[src/design/apv_pkg.sv]
// apv_pkg: shared types and constants for the archive path validator
// beat structs, error codes, byte constants and utf-8 limits
// no dependencies
package apv_pkg;

    // path length limit and counter width
    localparam int MAX_PATH_BYTES = 2048;
    localparam int COUNT_W        = $clog2(MAX_PATH_BYTES + 1);

    // verdict codes
    localparam logic [3:0] ERR_OK          = 4'd0;
    localparam logic [3:0] ERR_EMPTY       = 4'd1;
    localparam logic [3:0] ERR_TOO_LONG    = 4'd2;
    localparam logic [3:0] ERR_BAD_UTF8    = 4'd3;
    localparam logic [3:0] ERR_LEAD_SLASH  = 4'd4;
    localparam logic [3:0] ERR_NUL         = 4'd5;
    localparam logic [3:0] ERR_CONTROL     = 4'd6;
    localparam logic [3:0] ERR_BACKSLASH   = 4'd7;
    localparam logic [3:0] ERR_DOTDOT      = 4'd8;
    localparam logic [3:0] ERR_DIR_NOSLASH = 4'd9;
    localparam logic [3:0] ERR_FILE_SLASH  = 4'd10;

    // first bad character kinds
    localparam logic [1:0] FCE_NONE      = 2'd0;
    localparam logic [1:0] FCE_NUL       = 2'd1;
    localparam logic [1:0] FCE_CONTROL   = 2'd2;
    localparam logic [1:0] FCE_BACKSLASH = 2'd3;

    // utf-8 sequence classes (minimum code point of the sequence)
    localparam logic [1:0] CLS_NONE  = 2'd0;
    localparam logic [1:0] CLS_TWO   = 2'd1;
    localparam logic [1:0] CLS_THREE = 2'd2;
    localparam logic [1:0] CLS_FOUR  = 2'd3;

    // byte values
    localparam logic [7:0] CH_NUL       = 8'h00;
    localparam logic [7:0] CH_SPACE     = 8'h20;
    localparam logic [7:0] CH_DOT       = 8'h2E;
    localparam logic [7:0] CH_SLASH     = 8'h2F;
    localparam logic [7:0] CH_BACKSLASH = 8'h5C;
    localparam logic [7:0] LEAD_MAX4    = 8'hF4;

    // code point limits
    localparam logic [20:0] CP_MIN_TWO   = 21'h00080;
    localparam logic [20:0] CP_MIN_THREE = 21'h00800;
    localparam logic [20:0] CP_MIN_FOUR  = 21'h10000;
    localparam logic [20:0] CP_SURR_LO   = 21'h0D800;
    localparam logic [20:0] CP_SURR_HI   = 21'h0DFFF;
    localparam logic [20:0] CP_MAX       = 21'h10FFFF;

    typedef struct packed {
        logic [7:0] byte_value;
        logic       has_byte;
        logic       is_directory;
        logic       last;
    } t_in_beat;

    typedef struct packed {
        logic       path_ok;
        logic [3:0] error_code;
    } t_out_beat;

endpackage

[src/design/apv_in_stage.sv]
// apv_in_stage: input register of the path validator
// holds one input beat until the check stage takes it
// depends on apv_pkg
module apv_in_stage (
    input  logic              i_clk,
    input  logic              i_rst_n,
    input  logic              i_valid,
    output logic              o_ready,
    input  apv_pkg::t_in_beat i_beat,
    input  logic              i_advance,
    output logic              o_valid,
    output apv_pkg::t_in_beat o_beat
);
    import apv_pkg::*;

    logic     r_valid;
    t_in_beat r_beat;

    // take a new beat when empty or when the held one moves on
    assign o_ready = !r_valid || i_advance;

    // valid flag
    always_ff @(posedge i_clk) begin
        if (!i_rst_n) begin
            r_valid <= 1'b0;
        end else if (o_ready) begin
            r_valid <= i_valid;
        end
    end

    // payload
    always_ff @(posedge i_clk) begin
        if (o_ready && i_valid) begin
            r_beat <= i_beat;
        end
    end

    assign o_valid = r_valid;
    assign o_beat  = r_beat;

endmodule

[src/design/apv_check.sv]
// apv_check: per-path check state, its one-byte update and the verdict logic
// state advances on every taken beat and returns to reset after the last one
// depends on apv_pkg
module apv_check (
    input  logic               i_clk,
    input  logic               i_rst_n,
    input  logic               i_take,
    input  apv_pkg::t_in_beat  i_beat,
    output logic               o_res_valid,
    output apv_pkg::t_out_beat o_res
);
    import apv_pkg::*;

    logic [COUNT_W-1:0] r_byte_count, n_byte_count;
    logic               r_too_long, n_too_long;
    logic [1:0]         r_utf8_remaining, n_utf8_remaining;
    logic [1:0]         r_utf8_min_class, n_utf8_min_class;
    logic [20:0]        r_utf8_code, n_utf8_code;
    logic               r_utf8_bad, n_utf8_bad;
    logic               r_leading_slash, n_leading_slash;
    logic [1:0]         r_first_char_error, n_first_char_error;
    logic [1:0]         r_segment_length, n_segment_length;
    logic               r_segment_all_dots, n_segment_all_dots;
    logic               r_dotdot_seen, n_dotdot_seen;
    logic               r_prev_was_slash, n_prev_was_slash;

    logic [7:0]  c;
    logic        first;
    logic [20:0] code_shift;
    logic [20:0] min_val;
    logic [3:0]  verdict;

    // byte update
    always_comb begin
        n_byte_count       = r_byte_count;
        n_too_long         = r_too_long;
        n_utf8_remaining   = r_utf8_remaining;
        n_utf8_min_class   = r_utf8_min_class;
        n_utf8_code        = r_utf8_code;
        n_utf8_bad         = r_utf8_bad;
        n_leading_slash    = r_leading_slash;
        n_first_char_error = r_first_char_error;
        n_segment_length   = r_segment_length;
        n_segment_all_dots = r_segment_all_dots;
        n_dotdot_seen      = r_dotdot_seen;
        n_prev_was_slash   = r_prev_was_slash;

        c          = i_beat.byte_value;
        first      = (r_byte_count == '0) && !r_too_long;
        code_shift = {r_utf8_code[14:0], c[5:0]};

        case (r_utf8_min_class)
            CLS_TWO:   min_val = CP_MIN_TWO;
            CLS_THREE: min_val = CP_MIN_THREE;
            default:   min_val = CP_MIN_FOUR;
        endcase

        if (i_beat.has_byte) begin
            // saturating length count
            if (r_byte_count >= COUNT_W'(MAX_PATH_BYTES)) begin
                n_too_long = 1'b1;
            end else begin
                n_byte_count = r_byte_count + COUNT_W'(1);
            end

            // utf-8 decoder, sticky on error
            if (!r_utf8_bad) begin
                if (r_utf8_remaining != 2'd0) begin
                    if (c[7:6] != 2'b10) begin
                        n_utf8_bad = 1'b1;
                    end else begin
                        n_utf8_code      = code_shift;
                        n_utf8_remaining = r_utf8_remaining - 2'd1;
                        if (r_utf8_remaining == 2'd1) begin
                            if (code_shift < min_val ||
                                (code_shift >= CP_SURR_LO && code_shift <= CP_SURR_HI) ||
                                code_shift > CP_MAX) begin
                                n_utf8_bad = 1'b1;
                            end
                        end
                    end
                end else if (c[7]) begin
                    if (c[7:5] == 3'b110) begin
                        if (c[4:1] == 4'd0) begin
                            n_utf8_bad = 1'b1;
                        end else begin
                            n_utf8_remaining = 2'd1;
                            n_utf8_min_class = CLS_TWO;
                            n_utf8_code      = {16'd0, c[4:0]};
                        end
                    end else if (c[7:4] == 4'b1110) begin
                        n_utf8_remaining = 2'd2;
                        n_utf8_min_class = CLS_THREE;
                        n_utf8_code      = {17'd0, c[3:0]};
                    end else if (c[7:3] == 5'b11110) begin
                        if (c > LEAD_MAX4) begin
                            n_utf8_bad = 1'b1;
                        end else begin
                            n_utf8_remaining = 2'd3;
                            n_utf8_min_class = CLS_FOUR;
                            n_utf8_code      = {18'd0, c[2:0]};
                        end
                    end else begin
                        n_utf8_bad = 1'b1;
                    end
                end
            end

            // leading slash
            if (first && c == CH_SLASH) begin
                n_leading_slash = 1'b1;
            end

            // first forbidden character
            if (r_first_char_error == FCE_NONE) begin
                if (c == CH_NUL) begin
                    n_first_char_error = FCE_NUL;
                end else if (c < CH_SPACE) begin
                    n_first_char_error = FCE_CONTROL;
                end else if (c == CH_BACKSLASH) begin
                    n_first_char_error = FCE_BACKSLASH;
                end
            end

            // segment tracking for dot-dot and trailing slash
            if (c == CH_SLASH) begin
                if (r_segment_length == 2'd2 && r_segment_all_dots) begin
                    n_dotdot_seen = 1'b1;
                end
                n_segment_length   = 2'd0;
                n_segment_all_dots = 1'b1;
                n_prev_was_slash   = 1'b1;
            end else begin
                if (r_segment_length != 2'd3) begin
                    n_segment_length = r_segment_length + 2'd1;
                end
                if (c != CH_DOT) begin
                    n_segment_all_dots = 1'b0;
                end
                n_prev_was_slash = 1'b0;
            end
        end

        // verdict on the updated state
        if (n_byte_count == '0 && !n_too_long) begin
            verdict = ERR_EMPTY;
        end else if (n_too_long) begin
            verdict = ERR_TOO_LONG;
        end else if (n_utf8_bad || n_utf8_remaining != 2'd0) begin
            verdict = ERR_BAD_UTF8;
        end else if (n_leading_slash) begin
            verdict = ERR_LEAD_SLASH;
        end else if (n_first_char_error == FCE_NUL) begin
            verdict = ERR_NUL;
        end else if (n_first_char_error == FCE_CONTROL) begin
            verdict = ERR_CONTROL;
        end else if (n_first_char_error == FCE_BACKSLASH) begin
            verdict = ERR_BACKSLASH;
        end else if (n_dotdot_seen || (n_segment_length == 2'd2 && n_segment_all_dots)) begin
            verdict = ERR_DOTDOT;
        end else if (i_beat.is_directory && !n_prev_was_slash) begin
            verdict = ERR_DIR_NOSLASH;
        end else if (!i_beat.is_directory && n_prev_was_slash) begin
            verdict = ERR_FILE_SLASH;
        end else begin
            verdict = ERR_OK;
        end
    end

    assign o_res_valid      = i_take && i_beat.last;
    assign o_res.path_ok    = (verdict == ERR_OK);
    assign o_res.error_code = verdict;

    // state registers, cleared after each verdict
    always_ff @(posedge i_clk) begin
        if (!i_rst_n || (i_take && i_beat.last)) begin
            r_byte_count       <= '0;
            r_too_long         <= 1'b0;
            r_utf8_remaining   <= 2'd0;
            r_utf8_min_class   <= CLS_NONE;
            r_utf8_code        <= '0;
            r_utf8_bad         <= 1'b0;
            r_leading_slash    <= 1'b0;
            r_first_char_error <= FCE_NONE;
            r_segment_length   <= 2'd0;
            r_segment_all_dots <= 1'b1;
            r_dotdot_seen      <= 1'b0;
            r_prev_was_slash   <= 1'b0;
        end else if (i_take) begin
            r_byte_count       <= n_byte_count;
            r_too_long         <= n_too_long;
            r_utf8_remaining   <= n_utf8_remaining;
            r_utf8_min_class   <= n_utf8_min_class;
            r_utf8_code        <= n_utf8_code;
            r_utf8_bad         <= n_utf8_bad;
            r_leading_slash    <= n_leading_slash;
            r_first_char_error <= n_first_char_error;
            r_segment_length   <= n_segment_length;
            r_segment_all_dots <= n_segment_all_dots;
            r_dotdot_seen      <= n_dotdot_seen;
            r_prev_was_slash   <= n_prev_was_slash;
        end
    end

`ifndef SYNTHESIS
    // length counter stays within the limit
    a_count_bound: assert property (@(posedge i_clk) disable iff (!i_rst_n)
        r_byte_count <= COUNT_W'(MAX_PATH_BYTES))
        else $error("byte count above limit");

    // overflow flag only once the counter has saturated
    a_too_long_sat: assert property (@(posedge i_clk) disable iff (!i_rst_n)
        r_too_long |-> (r_byte_count == COUNT_W'(MAX_PATH_BYTES)))
        else $error("too_long set before saturation");

    // a slash always opens a fresh segment
    a_slash_segment: assert property (@(posedge i_clk) disable iff (!i_rst_n)
        r_prev_was_slash |-> (r_segment_length == 2'd0 && r_segment_all_dots))
        else $error("segment state inconsistent after slash");

    // state is back at reset after a verdict
    a_clear_after_last: assert property (@(posedge i_clk) disable iff (!i_rst_n)
        (i_take && i_beat.last) |=>
            (r_byte_count == '0 && !r_too_long && r_utf8_remaining == 2'd0 &&
             !r_utf8_bad && r_first_char_error == FCE_NONE))
        else $error("state not cleared after verdict");
`endif

endmodule

[src/design/apv_out_stage.sv]
// apv_out_stage: result register of the path validator
// holds one verdict beat until the consumer takes it
// depends on apv_pkg
module apv_out_stage (
    input  logic               i_clk,
    input  logic               i_rst_n,
    input  logic               i_load,
    input  apv_pkg::t_out_beat i_res,
    output logic               o_can_load,
    output logic               o_valid,
    input  logic               i_ready,
    output apv_pkg::t_out_beat o_res
);
    import apv_pkg::*;

    logic      r_valid;
    t_out_beat r_res;

    // room when empty or when the held beat leaves this cycle
    assign o_can_load = !r_valid || i_ready;

    // valid flag
    always_ff @(posedge i_clk) begin
        if (!i_rst_n) begin
            r_valid <= 1'b0;
        end else if (o_can_load) begin
            r_valid <= i_load;
        end
    end

    // payload
    always_ff @(posedge i_clk) begin
        if (o_can_load && i_load) begin
            r_res <= i_res;
        end
    end

    assign o_valid = r_valid;
    assign o_res   = r_res;

endmodule

[src/design/archive_path_validator_unit.sv]
// archive_path_validator_unit: top level of the archive entry path validator
// input register, check stage with per-path state, result register
// depends on apv_pkg, apv_in_stage, apv_check, apv_out_stage
//
//   channel | dir | handshake              | payload
//   --------+-----+------------------------+------------------------------
//   in      | in  | i_in_valid/o_in_ready  | i_in  (byte, flags, last)
//   out     | out | o_out_valid/i_out_ready| o_out (path_ok, error_code)
//
// one path byte per cycle unless a stalled result holds the check stage; o_out_valid rises
// when the check logic, fed by the input register, loads the verdict of a path's last beat
// the whole per-byte update is one pass of flag and shift logic in apv_check
// reset is synchronous and active low; it empties both registers and clears
// the path state
// a stalled result holds the check stage; the input register still takes
// one more beat, after which o_in_ready follows i_out_ready
module archive_path_validator_unit (
    input  logic               i_clk,
    input  logic               i_rst_n,
    input  logic               i_in_valid,
    output logic               o_in_ready,
    input  apv_pkg::t_in_beat  i_in,
    output logic               o_out_valid,
    input  logic               i_out_ready,
    output apv_pkg::t_out_beat o_out
);
    import apv_pkg::*;

    logic      stg_valid;
    t_in_beat  stg_beat;
    logic      can_load;
    logic      take;
    logic      res_valid;
    t_out_beat res;

    // check stage moves when the result register has room
    assign take = stg_valid && can_load;

    apv_in_stage u_in (
        .i_clk     (i_clk),
        .i_rst_n   (i_rst_n),
        .i_valid   (i_in_valid),
        .o_ready   (o_in_ready),
        .i_beat    (i_in),
        .i_advance (can_load),
        .o_valid   (stg_valid),
        .o_beat    (stg_beat)
    );

    apv_check u_check (
        .i_clk       (i_clk),
        .i_rst_n     (i_rst_n),
        .i_take      (take),
        .i_beat      (stg_beat),
        .o_res_valid (res_valid),
        .o_res       (res)
    );

    apv_out_stage u_out (
        .i_clk      (i_clk),
        .i_rst_n    (i_rst_n),
        .i_load     (res_valid),
        .i_res      (res),
        .o_can_load (can_load),
        .o_valid    (o_out_valid),
        .i_ready    (i_out_ready),
        .o_res      (o_out)
    );

endmodule

[config.mk]
export PLATFORM = sky130hd
export DESIGN_NAME = archive_path_validator_unit
export DESIGN_NICKNAME = d
export VERILOG_FILES = /design/src/design/apv_pkg.sv /design/src/design/apv_in_stage.sv /design/src/design/apv_check.sv /design/src/design/apv_out_stage.sv /design/src/design/archive_path_validator_unit.sv
export SDC_FILE = /design/constraint.sdc
export NUM_CORES = 1
export LEC_CHECK = 0
export ABC_AREA = 1
export BUFFER_PORTS_ARGS = -buffer_cell sky130_fd_sc_hd__buf_2
export CORE_MARGIN = 4
export CORE_UTILIZATION = 45
export CTS_BUF_LIST = sky130_fd_sc_hd__clkbuf_4 sky130_fd_sc_hd__clkbuf_8
export DETAILED_ROUTE_END_ITERATION = 6
export REMOVE_ABC_BUFFERS = 1
export SLEW_MARGIN = 40
export SYNTH_ARGS = -nofsm -noshare
export SYNTH_HDL_FRONTEND = slang
export SYNTH_SLANG_ARGS = --single-unit
[constraint.sdc]
create_clock -name i_clk -period 3.3 [get_ports i_clk]
set_input_delay 0.33 -clock i_clk [delete_from_list [all_inputs] [get_ports i_clk]]
set_output_delay 0.33 -clock i_clk [all_outputs]
set_load 0.005 [all_outputs]
## Word-level counts from Yosys, hierarchy flattened

Index checks and enable logic that the tools add are counted.

| operators by class | value |
|---|---|
| add/subtract/negate cells | 3 |
| order comparisons | 7 |
| equality and inequality tests | 21 |
| mux-type cells | 68 |
| bitwise gates (word level) | 2 |
| reductions and logical operators | 39 |

Operators by type and width:

| cell | number |
|---|---|
| $mux W15 | 8 |
| $mux W2 | 23 |
| $mux W4 | 10 |
| $pmux W17 S2 | 1 |
| $logic_not A12 Y1 | 2 |
| $mux W1 | 24 |
| $mux W12 | 2 |
| $ge A21 B16 Y1 const B | 1 |
| $gt A21 B21 Y1 const B | 1 |
| $le A21 B16 Y1 const B | 1 |
| $lt A21 B17 Y1 | 1 |
| $reduce_and A8 Y1 | 2 |
| $add A12 B1 Y12 const B | 1 |
| $ge A12 B12 Y1 const B | 1 |
| $logic_and A1 B1 Y1 | 12 |
| $eq A2 B2 Y1 const B | 5 |
| $eq A8 B6 Y1 const B | 1 |
| $eq A8 B7 Y1 const B | 1 |
| $gt A8 B8 Y1 const B | 1 |
| $logic_not A4 Y1 | 2 |
| $logic_not A8 Y1 | 1 |
| $lt A8 B6 Y1 const B | 1 |
| $ne A2 B2 Y1 const B | 4 |
| $ne A8 B6 Y1 const B | 1 |
| 16 further kinds | 33 |

| word-level totals | value |
|---|---|
| register bits | 59 |
| bits of input ports | 15 |
| output and inout port bits | 7 |
| logic and storage cells | 160 |

## Depth between registers and ports, before layout

Gate-level depths: netlist of the first run.

| depth | value |
|---|---|
| depth in word-level cells | 16 |
| mapped depth | 18 |
| mapped depth without buffers | 18 |

## Hierarchy

Synthesis of the first run repeated with hierarchy kept, for this count alone.

| second synthesis, totals | value |
|---|---|
| cells, all modules | 474 |
| area total of the unflattened synthesis | 3,324.4 µm² |

By module, submodules not included:

| module | instances | cells each | area each (µm²) | sequential area each (µm²) |
|---|---|---|---|---|
| apv_check | 1 | 442 | 2,733.9 | 820.8 |
| apv_in_stage | 1 | 18 | 381.6 | 350.3 |
| apv_out_stage | 1 | 12 | 201.4 | 170.2 |
| archive_path_validator_unit | 1 | 2 | 7.5 | 0.0 |

## Least setup slack after synthesis of the first run

Ideal clock, no wire load.

| timing | value |
|---|---|
| path type | register -> register |
| start point | reg u_check.r_utf8_min_class[0] |
| end point | reg u_out.r_res (netlist bit u_out.o_res[4]), data pin |
| setup time | 0.252 ns |
| arrival time | 1.749 ns |
| data required time | 3.048 ns |
| path slack | 1.299 ns |
| stages on the path, launching flop included | 17 |
| buffers on the path | 0 |
| period minus slack after synthesis | 2.001 ns |
| path through | dfxtp_1 inv_1 ha_1 inv_1 ha_1 a21oi_1 o21ai_0 nor2_1 nand2_1 nand2_1 nand2_1 nand2_1 nand2_1 nand3b_1 nand2_1 nand2_1 nor2_1 |

RTL lines:

| element | line | text |
|---|---|---|
| start, declared | apv_check.sv:17 | `logic [1:0] r_utf8_min_class, n_utf8_min_class;` |
| start signal, assigned | apv_check.sv:193 | `r_utf8_min_class <= n_utf8_min_class;` |
| end signal, assigned | apv_out_stage.sv:34 | `r_res <= i_res;` |
| end, declared | apv_out_stage.sv:17 | `t_out_beat r_res;` |

==> impl_metrics.tcl, run 1 <==
set metrics [dict create \
    switching_share_pct 26.69 \
    cp_slowest_cell "edfxtp_1" \
    clock_skew_ns 0.008700 \
    period_share_pct 68.89 \
    cts_buffer_depth 2 \
    postSynthCellCount 481 \
    design_area_um2 3759 \
    synth_edf_count 16 \
    cts_resized 0 \
    cp_max_fo 6 \
    synth_top_area_share_pct 25.66 \
    numCtsBuffers 9 \
    crit_chain "inv_1, nand2_1, nor2_1, nand3_2, o21ai_0, inv_1, ha_1, inv_1, nor3_1, nor2_1, nand2_1, nand4_1, nor2_1" \
    critPathCaptureType "register" \
    status "completed" \
    max_clock_freq_ghz 0.4399 \
    fin_cells 611 \
    critPathCapture "u_out.o_res[4]" \
    dpl_cell_area_um2 3558 \
    clkLatencyLatePin_ns 0.34 \
    ys_warn_count 0 \
    switchingPower_uw 450.5 \
    seq_area_frac_synth_pct 39.99 \
    dr.pass1.iters 5 \
    ff_latch_area_um2 1341 \
    hold_class "in2reg" \
    async_reset_ff_share_pct 0 \
    final_cell_mix "nand2_1 (122), inv_1 (67), nor2_1 (61)" \
    worst_setup_path_start_kind "register" \
    cp_slowest_stage_delay_ns 0.42 \
    grt_max_degree 28 \
    io_pins 22 \
    ir_drop_mv 0.1674 \
    rr_worst_depth 13 \
    die_h_um 94.34 \
    grt_first_pass_wirelength_mm 13.16 \
    cts_tree "done" \
    dieWidth_um 94.34 \
    track_usage_pct 19.05 \
    total_power_uw 1688 \
    start_util_pct 46.25 \
    port_buffers 21 \
    overflow 0 \
    syn_area_per_cell_um2 6.974 \
    finalHoldWorstSlack_ns 0.1639 \
    worst_pin_slew_ns 0.6038 \
    wire_per_inst_um 12.60 \
    multi_input_area_um2 1692 \
    cap_violations 0 \
    grt_pass1_vias 2800 \
    place_inst 595 \
    fin_tns_setup_ns 0 \
    drt_iter0_drc 124 \
    cts.sinks 59 \
    layout_commonest_cell "nand2_1" \
    required_ns 3.50 \
    r2r_slack_ns 1.03 \
    total_leakage_power_uw 0.001653 \
    syn_area_um2 3354 \
    cts.clk_slew.worst_paths_ns 0.07 \
    drc 0 \
    cts-root-buf "clkbuf_8" \
    nNetsFinal 532 \
    synth_top_area_cell "dfxtp_1" \
    hold_viol_final 0 \
    rows 31 \
    cp-startpoint "u_in.o_beat[10]" \
    clkPwrFrac_pct 40.2 \
    rr_startpoint "u_in.o_beat[10]" \
    drive_above_1_share_pct 13.48 \
    rsz0062_at_grt "no" \
    pwr-share-comb_pct 12.2 \
    synth.distinct_cells 35 \
    viasPerCell 5.007 \
    setup.worst_path.class "reg2reg" \
    postRouteAntennaNets 0 \
    r2r-end "u_out.o_res[4]" \
    setup_viol 0 \
    p_int_uw 1237 \
    fill_cells 740 \
    drv_slew 0 \
    dr_total_vias 3059 \
    fin_crit_ns 2.273 \
    core_um2 7253 \
    antenna_found_initial 0 \
    slew_headroom_pct 59.75 \
    post-cts-setup-buffers 0 \
    htree_num_levels 3 \
    holdBufCountCts 0 \
    synthToLayoutAreaGrowth_pct 12.05 \
    ys_ff_latch 59 \
    gp_congestion 0.8338 \
    power_density_nw_per_um2 449.0 \
    hpwl_mm 5.599 \
    insertedDiodeCount 0 \
    finalWirelength_mm 7.697 \
    synth_flop_cell "dfxtp_1" \
    dieArea_um2 8900 \
    synth.area.top_cells "dfxtp_1 (26%), edfxtp_1 (14%), nand2_1 (14%)" \
    p_seq_share_pct 47.6 \
    arrival_ns 2.47 \
]
[cell type report]
type | count | share of cell area, %
Multi-Input combinational cell | 339 | 45.01
Sequential cell | 59 | 35.69
Inverter | 75 | 7.490
Clock buffer | 13 | 4.261
Tap cell | 99 | 3.296
Timing Repair Buffer | 23 | 3.196
Clock inverter | 3 | 1.065
[cell usage after synthesis (3+ instances only)]
| master | count |
|---|---|
| clkbuf_1 | 5 |
| a21oi_1 | 39 |
| inv_1 | 67 |
| ha_1 | 10 |
| nand3_1 | 25 |
| nor2_1 | 61 |
| edfxtp_1 | 16 |
| nand2_1 | 122 |
| dfxtp_1 | 43 |
| nand4_1 | 9 |
| nor2_2 | 5 |
| inv_2 | 8 |
| nand3b_1 | 3 |
| o21ai_0 | 28 |
| nor3_1 | 5 |
| nor2_4 | 3 |
| a211oi_1 | 5 |
| nand3_2 | 3 |
[through the flow]
stage	setup slack [ns]	util, %
floorplan	1.150	-
global placement	1.121	49.06
detailed placement	1.080	49.06
CTS	1.051	51.82
global route	0.8473	51.82
finish	1.027	51.82
[worst max-delay path: cells and delay by family, from the launching register on]
| kind | cells | cell delay [ns] |
|---|---|---|
| buffers and inverters | 3 | 0.27 |
| AO/OA/AOI/OAI | 1 | 0.21 |
| flip-flops | 1 | 0.42 |
| adder cells (fa/ha/maj) | 1 | 0.28 |
| AND/OR/NAND/NOR | 8 | 0.95 |
[worst min-delay path by stage]
| stage | depth (start not counted) | from | to | slack [ns] |
|---|---|---|---|---|
| after global placement | 2 | u_check.r_utf8_code[11] | u_check.r_utf8_code[11] | 0.45 |
| after global routing | 1 | i_in[5] | u_in.o_beat[5] | 0.14 |
| final | 1 | i_in[0] | u_in.o_beat[0] | 0.16 |
| after CTS | 1 | i_in[5] | u_in.o_beat[5] | 0.15 |
| after floorplan | 0 | i_in[0] | u_in.o_beat[0] | 0.43 |
| after detailed placement | 2 | u_check.r_utf8_code[12] | u_check.r_utf8_code[12] | 0.45 |
[layer usage]
metal  vias to the layer above  global-route usage, %  part of all wire [%]
li1                       1604                      -                     -
met1                      1391                  27.24                    52
met2                        57                  28.49                    43
met3                         7                  3.825                   4.1
met4                         0                  6.859                   1.3
met5                         -                      0                     0
[cells by family after synthesis]
kind of cell	count (synthesis)	synth area share, %
adder cells (fa/ha/maj)	10	3.730
buffers and inverters	83	9.586
flip-flops	59	39.99
XOR/XNOR	2	0.7462
AND/OR/NAND/NOR	242	31.48
AO/OA/AOI/OAI	85	14.47
[power groups by stage]
stage | Combinational [uW] | Clock (uW) | Sequential (uW)
after global placement | 203 | 0 | 818
after detailed placement | 205 | 0 | 818
final | 206 | 679 | 803
after CTS | 206 | 693 | 802
after floorplan | 149 | 0 | 812
after global routing | 239 | 730 | 807
[state kept, by name, summed over array words and instances (netlist names)]
register	count
u_check.r_utf8_code	15
u_check.r_utf8_bad	1
u_out.o_valid	1
u_check.r_too_long	1
u_check.r_leading_slash	1
u_check.r_segment_all_dots	1
u_check.r_byte_count	12
u_out.o_res	5
u_check.r_utf8_min_class	2
u_check.r_prev_was_slash	1
u_check.r_first_char_error	2
u_check.r_dotdot_seen	1
u_check.r_segment_length	2
u_in.o_beat	11
u_check.r_utf8_remaining	2
u_in.o_valid	1
Power figures use the tool's default switching activity.
==> run 2: changes to the inputs <==
--- a/config.mk
+++ b/config.mk
@@ -5,7 +5,7 @@
 export SDC_FILE = /design/constraint.sdc
 export NUM_CORES = 1
 export LEC_CHECK = 0
-export ABC_AREA = 1
+export ABC_AREA = 0
 export BUFFER_PORTS_ARGS = -buffer_cell sky130_fd_sc_hd__buf_2
 export CORE_MARGIN = 4
 export CORE_UTILIZATION = 45
==> constraint.sdc (replaced) <==
create_clock -name i_clk -period 2.1 [get_ports i_clk]
set_input_delay 0.21 -clock i_clk [delete_from_list [all_inputs] [get_ports i_clk]]
set_output_delay 0.21 -clock i_clk [all_outputs]
set_load 0.005 [all_outputs]
==> impl_metrics.tcl, run 2 <==
set metrics [dict create \
    status "finished, violations left" \
    violations "negative setup slack" \
    synth_top_area_share_pct 28.17 \
    holdBufCountCts 0 \
    setup.worst_path.class "reg2reg" \
    dieWidth_um 90.40 \
    clkLatencyLatePin_ns 0.34 \
    rows 29 \
    ir_drop_mv 0.5648 \
    drive_above_1_share_pct 36.22 \
    arrival_ns 2.54 \
    ys_warn_count 0 \
    hpwl_mm 5.610 \
    slew_headroom_pct 66.03 \
    numCtsBuffers 9 \
    cap_violations 0 \
    core_um2 6459 \
    die_h_um 90.40 \
    seq_area_frac_synth_pct 43.90 \
    synthToLayoutAreaGrowth_pct 38.25 \
    max_clock_freq_ghz 0.4231 \
    insertedDiodeCount 0 \
    rsz0062_at_grt "yes" \
    synth_xor_area_share_pct 3.726 \
    netlist_top_cells_count "nor2_1 (54), dfxtp_1 (43), inv_1 (22), a21oi_1 (20), nand2_1 (20)" \
    port_buffers 21 \
    synth_fa_ha_area_share_pct 4.095 \
    htree_num_levels 3 \
    cts_tree "done" \
    place_inst 497 \
    clkPwrFrac_pct 36.8 \
    synth_flop_cell "dfxtp_1" \
    finalHoldWorstSlack_ns 0.04224 \
    syn_area_um2 3055 \
    path_buf_inv 1 \
    hold_viol_final 0 \
    overflow 0 \
    fin_ws_ns -0.2635 \
    required_ns 2.27 \
    synthSimpleGateAreaFrac_pct 25.63 \
    viasPerCell 5.558 \
    dpl_cell_area_um2 3722 \
    drc 0 \
    cp_slowest_cell "edfxtp_1" \
    cp.depth 7 \
    rr_worst_depth 7 \
    p_int_uw 1771 \
    clock_skew_ns 0.005152 \
    nNetsFinal 470 \
    crit_chain "buf_4, or4_1, a21oi_2, nor2_1, a311oi_2, o2111ai_2, nor4b_2" \
    worstHoldStart "i_in[9]" \
    cts-root-buf "clkbuf_8" \
    grt_max_degree 28 \
    grt_pass1_vias 2844 \
    grt_first_pass_wirelength_mm 13.38 \
    drv_slew 0 \
    dr_total_vias 2929 \
    finalWirelength_mm 8.093 \
    switching_share_pct 26.88 \
    synth_edf_count 16 \
    wire_per_inst_um 15.36 \
    p_seq_share_pct 50.3 \
    period_share_pct 112.5 \
    setup_viol 20 \
    drt_iter0_drc 172 \
    worstHoldEndpoint "u_in.o_beat[9]" \
    worst_setup_path_start_kind "register" \
    cp_max_fo 6 \
    total_power_uw 2422 \
    postRouteAntennaNets 0 \
    layout_commonest_cell "buf_4" \
    r2r-end "u_out.o_res[4]" \
    cts_buffer_depth 2 \
    holdPathStages 1 \
    cts.clk_slew.worst_paths_ns 0.07 \
    pre_cts_ws_ns -0.3538 \
    synth.area.top_cells "dfxtp_1 (28%), edfxtp_1 (16%), nor2_1 (6.6%)" \
    gp_congestion 0.8419 \
    fin_cells 527 \
    muxShareOfSynthArea_pct 2.334 \
    cp_slowest_stage_delay_ns 0.48 \
    synth.distinct_cells 56 \
    hold_class "in2reg" \
    synth_most_common_cell "nor2_1" \
    power_density_nw_per_um2 573.3 \
    r2r_slack_ns -0.26 \
    crit_family "simple AND/OR/NAND/NOR gates" \
    postSynthCellCount 344 \
    async_reset_ff_share_pct 0 \
    switchingPower_uw 650.9 \
    syn_area_per_cell_um2 8.882 \
    dr.pass1.iters 4 \
    synth_top_area_cell "dfxtp_1" \
    ys_ff_latch 59 \
    antenna_found_initial 0 \
    total_leakage_power_uw 0.001768 \
    largest_register_ffs 15 \
    dieArea_um2 8172 \
    worst_pin_slew_ns 0.5077 \
    synth_top_family_by_area "simple AND/OR/NAND/NOR gates" \
    io_pins 22 \
    cts.sinks 59 \
    critPathCaptureType "register" \
    final_cell_mix "buf_4 (77), nor2_1 (52), dfxtp_1 (39)" \
    synth_compound_area_share_pct 15.89 \
    pwr-share-comb_pct 12.9 \
    track_usage_pct 20.29 \
    fin_crit_ns 2.363 \
    start_util_pct 47.31 \
    design_area_um2 4224 \
    rr_startpoint "u_in.o_beat[5]" \
    top_register "u_check.r_utf8_code" \
]
-- run 2: cell count changes after synthesis, sizes merged, moves of 8 or more --
| cell | before | now |
|---|---|---|
| nand2 | 124 | 20 |
| o21ai | 31 | 6 |
| clkbuf | 5 | 14 |
| nor4 | 0 | 8 |
| a22oi | 0 | 10 |
| a21oi | 41 | 20 |
| nor2 | 69 | 54 |
| xnor2 | 1 | 9 |
| nand3 | 28 | 10 |
| inv | 75 | 22 |
-- run 2: timing repair --
action / 4_1_cts / 5_1_grt
gates cloned: 0 / 1
setup endpoints to repair: 5 / 21
resized for setup: 36 / 16
setup buffers: 8 / 6
pin swaps: 19 / 15
-- run 2: cell type report --
| cell class | instances | area, um2 |
|---|---|---|
| clock buffers | 9 | 123.9 |
| clock inverters | 7 | 45.04 |
| fillers | 564 | 2235 |
| inverters | 22 | 82.58 |
| multi-input cells | 249 | 1777 |
| flip-flops and latches | 59 | 1349 |
| well taps | 77 | 96.34 |
| repair buffers | 104 | 750.7 |
-- run 2: per-stage QoR --
stage / TNS [ns] / util, %
CTS: -0.7915 / 63.74
global route: -4.209 / 65.40
finish: -2.072 / 65.40
detailed placement: -1.558 / 57.63
global placement: -1.442 / 57.63
floorplan: -1.010 / -
-- run 2: worst max path at each step --
stage / startpoint / endpoint / slack, ns
global route: u_in.o_beat[5] / u_out.o_res[4] / -0.35
global placement: u_check.r_utf8_min_class[0] / u_out.o_res[0] / -0.30
finish: u_in.o_beat[5] / u_out.o_res[4] / -0.26
detailed placement: u_check.r_utf8_min_class[0] / u_out.o_res[0] / -0.35
floorplan: u_check.r_utf8_min_class[0] / u_out.o_res[0] / -0.24
CTS: u_in.o_beat[4] / u_out.o_res[0] / -0.22
-- run 2: routing by layer --
layer  up-vias  track usage (%)  wire [um]
met1      1393            25.60       3632
met4         0            7.526        134
met2        69            33.60       4013
met5         -                0          0
li1       1455                -          -
met3        12            4.917        312
-- run 2: power by group through the flow --
stage / Sequential [uW] / Combinational, uW / Clock (uW)
3_5_place_dp: 1240 / 247 / 0
2_1_floorplan: 1240 / 125 / 0
6_report: 1220 / 313 / 891
4_1_cts: 1220 / 292 / 926
5_1_grt: 1220 / 343 / 979
3_3_place_gp: 1240 / 243 / 0
-- run 2: cell families (layout without fill, tap and decap cells) --
kind of cell | Yosys count | in the layout
AOI/OAI and AO/OA | 70 | 70
xor gates and xnor gates | 13 | 13
adders and majority gates | 10 | 10
buffers and inverters | 36 | 142
DFF | 59 | 59
muxes | 7 | 7
and+or+nand+nor | 149 | 149
-- run 2: worst reg2reg max path, stage by stage, from the launching register on --
cell,delay (ns)
edfxtp_1,0.48
buf_4,0.19
or4_1,0.48
a21oi_2,0.21
nor2_1,0.10
a311oi_2,0.33
o2111ai_2,0.14
nor4b_2,0.28
